## config.mk

```make
export PLATFORM = sky130hd
export DESIGN_NAME = frame_hunt_checksum_receiver
export DESIGN_NICKNAME = d
export VERILOG_FILES = /design/src/rtl/core/fhc_pkg.sv /design/src/rtl/core/fhc_window_mem.sv /design/src/rtl/core/fhc_check_seq.sv /design/src/rtl/core/frame_hunt_checksum_receiver.sv
export SDC_FILE = /design/constraint.sdc
export NUM_CORES = 2
export LEC_CHECK = 0
export BUFFER_PORTS_ARGS = -buffer_cell sky130_fd_sc_hd__buf_2
export CAP_MARGIN = 0
export CORE_AREA = 10 10 449 451
export DETAILED_ROUTE_END_ITERATION = 16
export DIE_AREA = 0 0 459 461
export SLEW_MARGIN = 10
export SYNTH_ARGS = -nofsm -noshare
export SYNTH_HDL_FRONTEND = slang
export SYNTH_HIERARCHICAL = 1
export SYNTH_SLANG_ARGS = --single-unit
export TNS_END_PERCENT = 30
```

## constraint.sdc

```tcl
create_clock -name clock -period 7.7 [get_ports clock]
set_input_delay 1.155 -clock clock [delete_from_list [all_inputs] [get_ports clock]]
set_output_delay 1.155 -clock clock [all_outputs]
set_load 0.01 [all_outputs]
```

## src/rtl/core/fhc_pkg.sv

```systemverilog
// Shared types and constants for the frame hunt checksum receiver.
`default_nettype none

package fhc_pkg;

   // Frame format markers and limits
   localparam logic [7:0] HEAD_MARK   = 8'h68;
   localparam logic [7:0] END_MARK    = 8'h16;
   localparam int         MIN_HUNT    = 6;
   localparam int         MIN_LEN     = 4;
   localparam int         SUM_START   = 3;
   localparam int         LEN_W       = 16;
   localparam int         FRAME_LEN_W = 9;

   // Transaction opcodes
   typedef enum logic {
      OP_PUSH = 1'b0,
      OP_READ = 1'b1
   } opcode_type;

   // Memory access enables
   typedef struct packed {
      logic wr_en;
      logic rd_en;
   } mem_ctl_type;

   // One result transaction
   typedef struct packed {
      logic                   frame_ready;
      logic [FRAME_LEN_W-1:0] frame_length;
      logic [7:0]             read_data;
   } result_type;

   // Check sequencer states
   typedef enum logic [12:0] {
      S_IDLE   = 13'b0000000000001,
      S_RMOD   = 13'b0000000000010,
      S_RWAIT  = 13'b0000000000100,
      S_HUNT   = 13'b0000000001000,
      S_MARK   = 13'b0000000010000,
      S_LEN_LO = 13'b0000000100000,
      S_LEN_HI = 13'b0000001000000,
      S_TAIL   = 13'b0000010000000,
      S_SUM    = 13'b0000100000000,
      S_ACC    = 13'b0001000000000,
      S_CSUM   = 13'b0010000000000,
      S_EMIT   = 13'b0100000000000,
      S_SPARE  = 13'b1000000000000
   } state_type;

endpackage

`default_nettype wire

```

## src/rtl/core/fhc_window_mem.sv

```systemverilog
// Window byte store: one write port and one registered read port.
`default_nettype none

module fhc_window_mem
   import fhc_pkg::*;
#(
   parameter int BUF_DEPTH = 256,
   localparam int ADDR_W   = $clog2(BUF_DEPTH)
) (
   input  wire logic              clock,
   input  wire mem_ctl_type       mem_ctl,
   input  wire logic [ADDR_W-1:0] wr_addr,
   input  wire logic [7:0]        wr_data,
   input  wire logic [ADDR_W-1:0] rd_addr,
   output logic      [7:0]        rd_data
);

   logic [7:0] store_ff [BUF_DEPTH];
   logic [7:0] rd_data_ff;

   // Write the pushed byte
   always_ff @(posedge clock) begin
      if (mem_ctl.wr_en) begin
         store_ff[wr_addr] <= wr_data;
      end
   end

   // Register the read data
   always_ff @(posedge clock) begin
      if (mem_ctl.rd_en) begin
         rd_data_ff <= store_ff[rd_addr];
      end
   end

   assign rd_data = rd_data_ff;

endmodule

`default_nettype wire

```

## src/rtl/core/fhc_check_seq.sv

```systemverilog
// Sequencer: window pointers, frame check walk and read offset reduction.
`default_nettype none

module fhc_check_seq
   import fhc_pkg::*;
#(
   parameter int BUF_DEPTH = 256,
   localparam int ADDR_W   = $clog2(BUF_DEPTH),
   localparam int CNT_W    = ADDR_W + 1,
   localparam int OFF_W    = ((ADDR_W > 8) ? ADDR_W : 8) + 1
) (
   input  wire logic              clock,
   input  wire logic              reset,
   input  wire logic              start,
   input  wire logic              opcode,
   input  wire logic [7:0]        rx_byte,
   input  wire logic [7:0]        read_index,
   input  wire logic              out_free,
   output logic                   busy,
   output logic                   done,
   output result_type             result,
   output mem_ctl_type            mem_ctl,
   output logic      [ADDR_W-1:0] wr_addr,
   output logic      [7:0]        wr_data,
   output logic      [ADDR_W-1:0] rd_addr,
   input  wire logic [7:0]        rd_data
);

   state_type        state_ff, state_in;
   logic [ADDR_W-1:0] head_ff, head_in;
   logic [CNT_W-1:0]  fill_ff, fill_in;
   logic [CNT_W-1:0]  len_ff, len_in;
   logic [CNT_W-1:0]  k_ff, k_in;
   logic [7:0]        sum_ff, sum_in;
   logic [7:0]        lo_ff, lo_in;
   logic [OFF_W-1:0]  off_ff, off_in;
   result_type        res_ff, res_in;

   logic [ADDR_W-1:0] offset;
   logic [CNT_W-1:0]  addr_sum;
   logic [ADDR_W-1:0] addr;
   logic [ADDR_W-1:0] head_next;
   logic [LEN_W-1:0]  len_field;
   logic [LEN_W-1:0]  len_wide;

   // Window address: head plus offset, wrapped once at the depth
   always_comb begin
      addr_sum = CNT_W'(head_ff) + CNT_W'(offset);
      if (addr_sum >= CNT_W'(BUF_DEPTH)) begin
         addr_sum = addr_sum - CNT_W'(BUF_DEPTH);
      end
      addr = addr_sum[ADDR_W-1:0];
   end

   assign head_next = (head_ff == ADDR_W'(BUF_DEPTH - 1)) ? '0 : head_ff + 1'b1;
   assign len_field = {rd_data, lo_ff};
   assign len_wide  = LEN_W'(len_ff);

   assign wr_addr = addr;
   assign wr_data = rx_byte;
   assign rd_addr = addr;
   assign busy    = (state_ff != S_IDLE);
   assign done    = (state_ff == S_EMIT) && out_free;
   assign result  = res_ff;

   // Step the check walk
   always_comb begin
      state_in = state_ff;
      head_in  = head_ff;
      fill_in  = fill_ff;
      len_in   = len_ff;
      k_in     = k_ff;
      sum_in   = sum_ff;
      lo_in    = lo_ff;
      off_in   = off_ff;
      res_in   = res_ff;
      offset   = '0;
      mem_ctl  = '0;

      unique case (state_ff)
         S_IDLE: begin
            offset = fill_ff[ADDR_W-1:0];
            if (start) begin
               res_in = '0;
               if (opcode == OP_READ) begin
                  off_in   = OFF_W'(read_index);
                  state_in = S_RMOD;
               end else begin
                  // Append the byte unless the window is full
                  if (fill_ff < CNT_W'(BUF_DEPTH)) begin
                     mem_ctl.wr_en = 1'b1;
                     fill_in       = fill_ff + 1'b1;
                  end
                  state_in = S_HUNT;
               end
            end
         end
         S_RMOD: begin
            // Reduce the read offset below the depth, then read
            offset = off_ff[ADDR_W-1:0];
            if (off_ff >= OFF_W'(BUF_DEPTH)) begin
               off_in = off_ff - OFF_W'(BUF_DEPTH);
            end else begin
               mem_ctl.rd_en = 1'b1;
               state_in      = S_RWAIT;
            end
         end
         S_RWAIT: begin
            res_in.read_data = rd_data;
            state_in         = S_EMIT;
         end
         S_HUNT: begin
            offset = '0;
            if (fill_ff < CNT_W'(MIN_HUNT)) begin
               state_in = S_EMIT;
            end else begin
               mem_ctl.rd_en = 1'b1;
               state_in      = S_MARK;
            end
         end
         S_MARK: begin
            offset = ADDR_W'(1);
            if (rd_data != HEAD_MARK) begin
               if (fill_ff > CNT_W'(MIN_HUNT)) begin
                  head_in  = head_next;
                  fill_in  = fill_ff - 1'b1;
                  state_in = S_HUNT;
               end else begin
                  state_in = S_EMIT;
               end
            end else begin
               mem_ctl.rd_en = 1'b1;
               state_in      = S_LEN_LO;
            end
         end
         S_LEN_LO: begin
            offset        = ADDR_W'(2);
            lo_in         = rd_data;
            mem_ctl.rd_en = 1'b1;
            state_in      = S_LEN_HI;
         end
         S_LEN_HI: begin
            offset = ADDR_W'(len_field - 1'b1);
            if ((len_field < LEN_W'(MIN_LEN)) || (len_field > LEN_W'(BUF_DEPTH))) begin
               head_in  = head_next;
               fill_in  = fill_ff - 1'b1;
               state_in = S_HUNT;
            end else if (LEN_W'(fill_ff) < len_field) begin
               state_in = S_EMIT;
            end else begin
               len_in        = CNT_W'(len_field);
               mem_ctl.rd_en = 1'b1;
               state_in      = S_TAIL;
            end
         end
         S_TAIL: begin
            if (rd_data != END_MARK) begin
               head_in  = head_next;
               fill_in  = fill_ff - 1'b1;
               state_in = S_HUNT;
            end else begin
               sum_in   = '0;
               k_in     = CNT_W'(SUM_START);
               state_in = S_SUM;
            end
         end
         S_SUM: begin
            // Read the next covered byte, or the checksum byte at the end
            mem_ctl.rd_en = 1'b1;
            if (CNT_W'(k_ff + 2'd2) < len_ff) begin
               offset   = k_ff[ADDR_W-1:0];
               state_in = S_ACC;
            end else begin
               offset   = ADDR_W'(len_ff - 2'd2);
               state_in = S_CSUM;
            end
         end
         S_ACC: begin
            sum_in   = sum_ff + rd_data;
            k_in     = k_ff + 1'b1;
            state_in = S_SUM;
         end
         S_CSUM: begin
            if (rd_data != sum_ff) begin
               head_in  = head_next;
               fill_in  = fill_ff - 1'b1;
               state_in = S_HUNT;
            end else begin
               // Accept the frame and empty the window
               fill_in             = '0;
               res_in.frame_ready  = 1'b1;
               res_in.frame_length = len_wide[FRAME_LEN_W-1:0];
               state_in            = S_EMIT;
            end
         end
         S_EMIT: begin
            if (out_free) begin
               state_in = S_IDLE;
            end
         end
         default: begin
            state_in = S_IDLE;
         end
      endcase
   end

   // Control registers
   always_ff @(posedge clock) begin
      if (reset) begin
         state_ff <= S_IDLE;
         head_ff  <= '0;
         fill_ff  <= '0;
      end else begin
         state_ff <= state_in;
         head_ff  <= head_in;
         fill_ff  <= fill_in;
      end
   end

   // Working registers
   always_ff @(posedge clock) begin
      len_ff <= len_in;
      k_ff   <= k_in;
      sum_ff <= sum_in;
      lo_ff  <= lo_in;
      off_ff <= off_in;
      res_ff <= res_in;
   end

endmodule

`default_nettype wire

```

## src/rtl/core/frame_hunt_checksum_receiver.sv

```systemverilog
// Top level of the frame hunt checksum receiver: handshake, result register, sequencer, store.
//
// Each push transaction appends a byte to a circular window of BUF_DEPTH bytes and then
// hunts for a frame: 0x68 at the window start, a little-endian length in bytes 1..2
// (4..BUF_DEPTH), 0x16 as the last byte and the mod-256 sum of bytes 3..len-3 in byte len-2.
// A failed test drops the oldest byte and the hunt restarts, but a header test that fails
// with only MIN_HUNT bytes left ends the push; an accepted frame reports its length and
// empties the window, and read transactions then return its bytes. One item is worked on at
// a time, all through the single read port of the window memory (one byte per access,
// registered read data): the hunt reads the header, the length, the end mark, then each
// summed byte and the checksum byte in turn. A read first steps read_index down by BUF_DEPTH
// while it is BUF_DEPTH or beyond. The next request can be accepted in the cycle the result
// shows. A result waiting in the output register does not block the next request from
// being accepted.
`default_nettype none

module frame_hunt_checksum_receiver
   import fhc_pkg::*;
#(
   parameter int BUF_DEPTH = 256,
   localparam int ADDR_W   = $clog2(BUF_DEPTH)
) (
   input  wire logic                   clock,
   input  wire logic                   reset,
   input  wire logic                   req_valid,
   output logic                        req_stall,
   input  wire logic                   req_opcode,
   input  wire logic [7:0]             req_rx_byte,
   input  wire logic [7:0]             req_read_index,
   output logic                        rsp_valid,
   input  wire logic                   rsp_stall,
   output logic                        rsp_frame_ready,
   output logic      [FRAME_LEN_W-1:0] rsp_frame_length,
   output logic      [7:0]             rsp_read_data
);

   logic              busy;
   logic              done;
   logic              out_free;
   result_type        result;
   mem_ctl_type       mem_ctl;
   logic [ADDR_W-1:0] wr_addr;
   logic [7:0]        wr_data;
   logic [ADDR_W-1:0] rd_addr;
   logic [7:0]        rd_data;
   logic              rsp_valid_ff, rsp_valid_in;
   result_type        rsp_data_ff;

   // Hold off requests while a transaction is being worked on
   assign req_stall = busy;
   assign out_free  = !rsp_valid_ff || !rsp_stall;

   fhc_check_seq #(
      .BUF_DEPTH (BUF_DEPTH)
   ) u_seq (
      .clock      (clock),
      .reset      (reset),
      .start      (req_valid && !busy),
      .opcode     (req_opcode),
      .rx_byte    (req_rx_byte),
      .read_index (req_read_index),
      .out_free   (out_free),
      .busy       (busy),
      .done       (done),
      .result     (result),
      .mem_ctl    (mem_ctl),
      .wr_addr    (wr_addr),
      .wr_data    (wr_data),
      .rd_addr    (rd_addr),
      .rd_data    (rd_data)
   );

   fhc_window_mem #(
      .BUF_DEPTH (BUF_DEPTH)
   ) u_mem (
      .clock   (clock),
      .mem_ctl (mem_ctl),
      .wr_addr (wr_addr),
      .wr_data (wr_data),
      .rd_addr (rd_addr),
      .rd_data (rd_data)
   );

   // Output register: load a finished result, hold while stalled
   assign rsp_valid_in = done || (rsp_valid_ff && rsp_stall);

   always_ff @(posedge clock) begin
      if (reset) begin
         rsp_valid_ff <= 1'b0;
      end else begin
         rsp_valid_ff <= rsp_valid_in;
      end
   end

   always_ff @(posedge clock) begin
      if (done) begin
         rsp_data_ff <= result;
      end
   end

   assign rsp_valid        = rsp_valid_ff;
   assign rsp_frame_ready  = rsp_data_ff.frame_ready;
   assign rsp_frame_length = rsp_data_ff.frame_length;
   assign rsp_read_data    = rsp_data_ff.read_data;

endmodule

`default_nettype wire
```

==> flow_summary_export.csv <==
group,metric,value,unit
timing,finalSetupViolCount,0,
timing,finalHoldViolations,0,
drt,drtAntennaViolNets,0,
power,ir_worst_vdd,0.177,mV
yosys,synthAdderAreaFrac,0.585,%
global_route,grt_pass1_wl,318,mm
drt,firstDrtPassIters,5,
floorplan,start_util,44.8,%
global_route,grt_use_total,20.4,%
floorplan,dieArea,212000,um^2
clock_network,clock_latency,850,ps
yosys,synth_area_leaders,"edfxtp_1 75%, mux4_2 12%, mux2i_1 1.6%",
worst_setup_path,r2r_start,"u_seq/k_ff[3]",
drt,routed_wl,219,mm
min_path,min-delay-path-class,"register to register",
worst_setup_path,worstSetupPathType,"register to register",
global_route,antenna_found_initial,6,
worst_setup_path,critical_path_required,8260,ps
min_path,hold_start,"u_seq/result[7]",
yosys,synth_top_area_cell,"edfxtp_1",
clock_network,clock_sinks,2165,
yosys,synth_seq_cells,2165,
yosys,syn-instance-count,4356,
floorplan,fp.dieW,459,um
flow_run,cap_violations,0,
power,power,26.3,mW
drt,drc_errors,0,
yosys,synth_top_family_by_area,"multiplexers",
yosys,yosys.area_share.simple,3.97,%
floorplan,die_h,461,um
timing,slew_headroom,1.25,%
clock_network,cts_root_buf,"clkbuf_16",
worst_setup_path,cp_max_fo,16,
timing,maxSlewViolCount,0,
final_layout,design_area,97100,um^2
placed_design,routabilityCongestion,0.902,
yosys,syn_avg_cell_area,19.7,um^2
yosys,yosys.area.top_type_share,74.5,%
final_layout,nets,4676,
yosys,synth-seq-area-share,75.2,%
yosys,ys.flop_type,"edfxtp_1",
worst_setup_path,worstPathArrival,7930,ps
global_route,overflow,0,
clock_network,cts_htree_levels,4,
yosys,muxShareOfSynthArea,13.6,%
power,p_per_area,271,nW/um^2
clock_network,postCtsHoldBufs,0,
yosys,synth-edff-count,2135,
placed_design,pre_cts_slack,475,ps
clock_network,cts_buffers,211,
worst_setup_path,worst_setup_path_start_kind,"register",
timing,tns,0,ps
drt,routed_via_density,6.03,
final_layout,area_growth,12.9,%
final_layout,diodes,0,
timing,fin_skew,38.9,ps
power,leakage,29.7,nW
drt,first_iter_violations,5169,
drt,vias,44200,
yosys,yosys_warnings,6,
placed_design,port-buffer-count,40,
clock_network,clk_pin_slew_worst_paths,60,ps
clock_network,ctsLongestPathBuffers,3,
yosys,ys_types,90,
yosys,synth-compound-area-share,4.16,%
floorplan,boundaryPins,41,
floorplan,num_rows,161,
timing,fin_crit,7360,ps
timing,tightest_slew,1480,ps
drt,wire_per_inst,29.9,um
placed_design,dpl_cell_area,90300,um^2
worst_setup_path,worst_setup_path_end_kind,"register",
timing,fmax,136,MHz
yosys,syn_area,86000,um^2
yosys,syn_nets,4416,
final_layout,drive_gt1_share,23.4,%
timing,hold_slack,418,ps
global_route,grt_max_degree,201,
timing,setup_slack,339,ps
timing,rsz0062_at_grt,"false",
yosys,synth-xor-area-share,0.346,%
clock_network,cts-resized-gates,0,
outcome,status,"completed",
timing,fin_crit_sh,95.6,%
clock_network,cts_setup_buffers,0,
clock_network,cts_tree,"done",
global_route,grt_pass1_vias,43900,
worst_setup_path,startpoint,"u_seq/k_ff[3]",
yosys,async_flop_share,0,%
final_layout,nFillCells,15400,
placed_design,dpl.hpwl,136,mm
floorplan,core_area,192000,um^2
[path summary, 6_finish.rpt]
| path | cells after the start | end | slack [ps] |
|---|---|---|---|
| hold / removal | 0 | rsp_read_data[7] | 420 |
| setup reg to reg | 27 | u_mem/rd_data[0] | 340 |
| hold reg to reg | 0 | rsp_read_data[7] | 420 |
| setup / recovery | 27 | u_mem/rd_data[0] | 340 |
[metrics by stage]
stage,instances,util (%)
after detailed placement,6929,47.0
after global placement,6929,47.0
after floorplan,4356,-
final,7322,50.5
after global routing,7322,50.5
after CTS,7322,50.5
[sequential cells by signal, indices dropped and copies added (netlist names)]
| signal | count |
|---|---|
| u_seq/result | 18 |
| u_seq/state_ff | 12 |
| rsp_frame_ready | 1 |
| u_mem/rd_data | 8 |
| u_seq/off_ff | 9 |
| rsp_frame_length | 9 |
| u_mem/store_ff | 2048 |
| u_seq/len_ff | 9 |
| rsp_valid | 1 |
| u_seq/sum_ff | 8 |
| u_seq/head_ff | 8 |
| u_seq/fill_ff | 9 |
| rsp_read_data | 8 |
| u_seq/k_ff | 9 |
| u_seq/lo_ff | 8 |
[synth_stat cells, drive strengths merged (6+ instances only)]
master	instances
buf	139
xnor2	21
ha	37
inv	42
a211oi	20
nor3	38
a2111oi	7
a22o	8
or4	6
nor2	341
clkbuf	130
and3	9
dfxtp	30
edfxtp	2135
or3	7
mux2i	140
o22ai	33
nand2	67
nor3b	8
o32ai	6
o211ai	15
a21o	9
nand4	21
nor2b	52
nand3	54
o21ai	40
a221oi	16
or2	6
o221ai	47
and2	22
mux4	456
a31oi	7
nor4	35
xor2	13
nand2b	13
a22oi	135
o22a	8
a21oi	119
[layer usage]
metal	GRT usage (%)	vias up	share of wire [%]
li1	-	18500	-
met4	6.89	0	3.4
met3	4.12	341	8.3
met2	32.1	1945	47
met5	0	-	0
met1	28.6	23400	41
[layout make-up]
type	instances	area, um^2	area share, %
inverters	43	169	0.174
multi-input cells	1879	19600	20.2
repair buffers	316	2630	2.70
clock inverters	132	1210	1.24
flip-flops and latches	2165	64700	66.6
clock buffers	261	5630	5.79
well taps	2526	3160	3.25
[report_power, final]
part,total (mW),switching (mW),internal [mW]
clock,10.2,4.39,5.82
sequential,13.1,0.0448,13.1
combinational,3.03,1.78,1.26
total,26.3,6.21,20.1
[kinds of logic (layout without fill, tap and decap cells)]
kind of cell    after synthesis  after routing
compound gates              510            510
xor+xnor                     34             34
fa+ha+maj                    39             39
buf+inv                     312            752
flops                      2165           2165
mux                         597            597
simple gates                699            699
[worst max-delay path, cell delays in order (launching register included)]
cell and delay [ps]:
edfxtp_1 490, and4_1 270, and3_1 180, nand2_1 80, xnor2_1 140, ha_1 310, and4_1 230, a221oi_1 230
o211ai_1 120, buf_4 210, mux2i_1 130, o21ai_0 320, ha_4 190, inv_1 50, fa_1 430, nor2b_1 130
o21ai_0 150, a21boi_0 480, o21a_1 170, nor2_1 60, xnor2_2 430, buf_4 310, and3b_1 410, o221ai_1 290
o22ai_1 270, nor3_1 90, nor4_1 790, nor4_2 90
[layout by cell type, fill, tap and decap left out, drive strengths merged, types with 30 or more instances in the layout]
| cell type | count |
|---|---|
| clkbuf | 262 |
| mux2i | 140 |
| edfxtp | 2135 |
| buf | 315 |
| clkinv | 100 |
| nor2b | 52 |
| inv | 50 |
| o22ai | 33 |
| ha | 37 |
| nand3 | 54 |
| nand2 | 67 |
| a22oi | 135 |
| nor2 | 341 |
| a21oi | 119 |
| nor4 | 35 |
| dfxtp | 30 |
| mux4 | 456 |
| o221ai | 47 |
| nor3 | 38 |
| o21ai | 40 |
No activity file was read; power rests on OpenSTA's default activity.
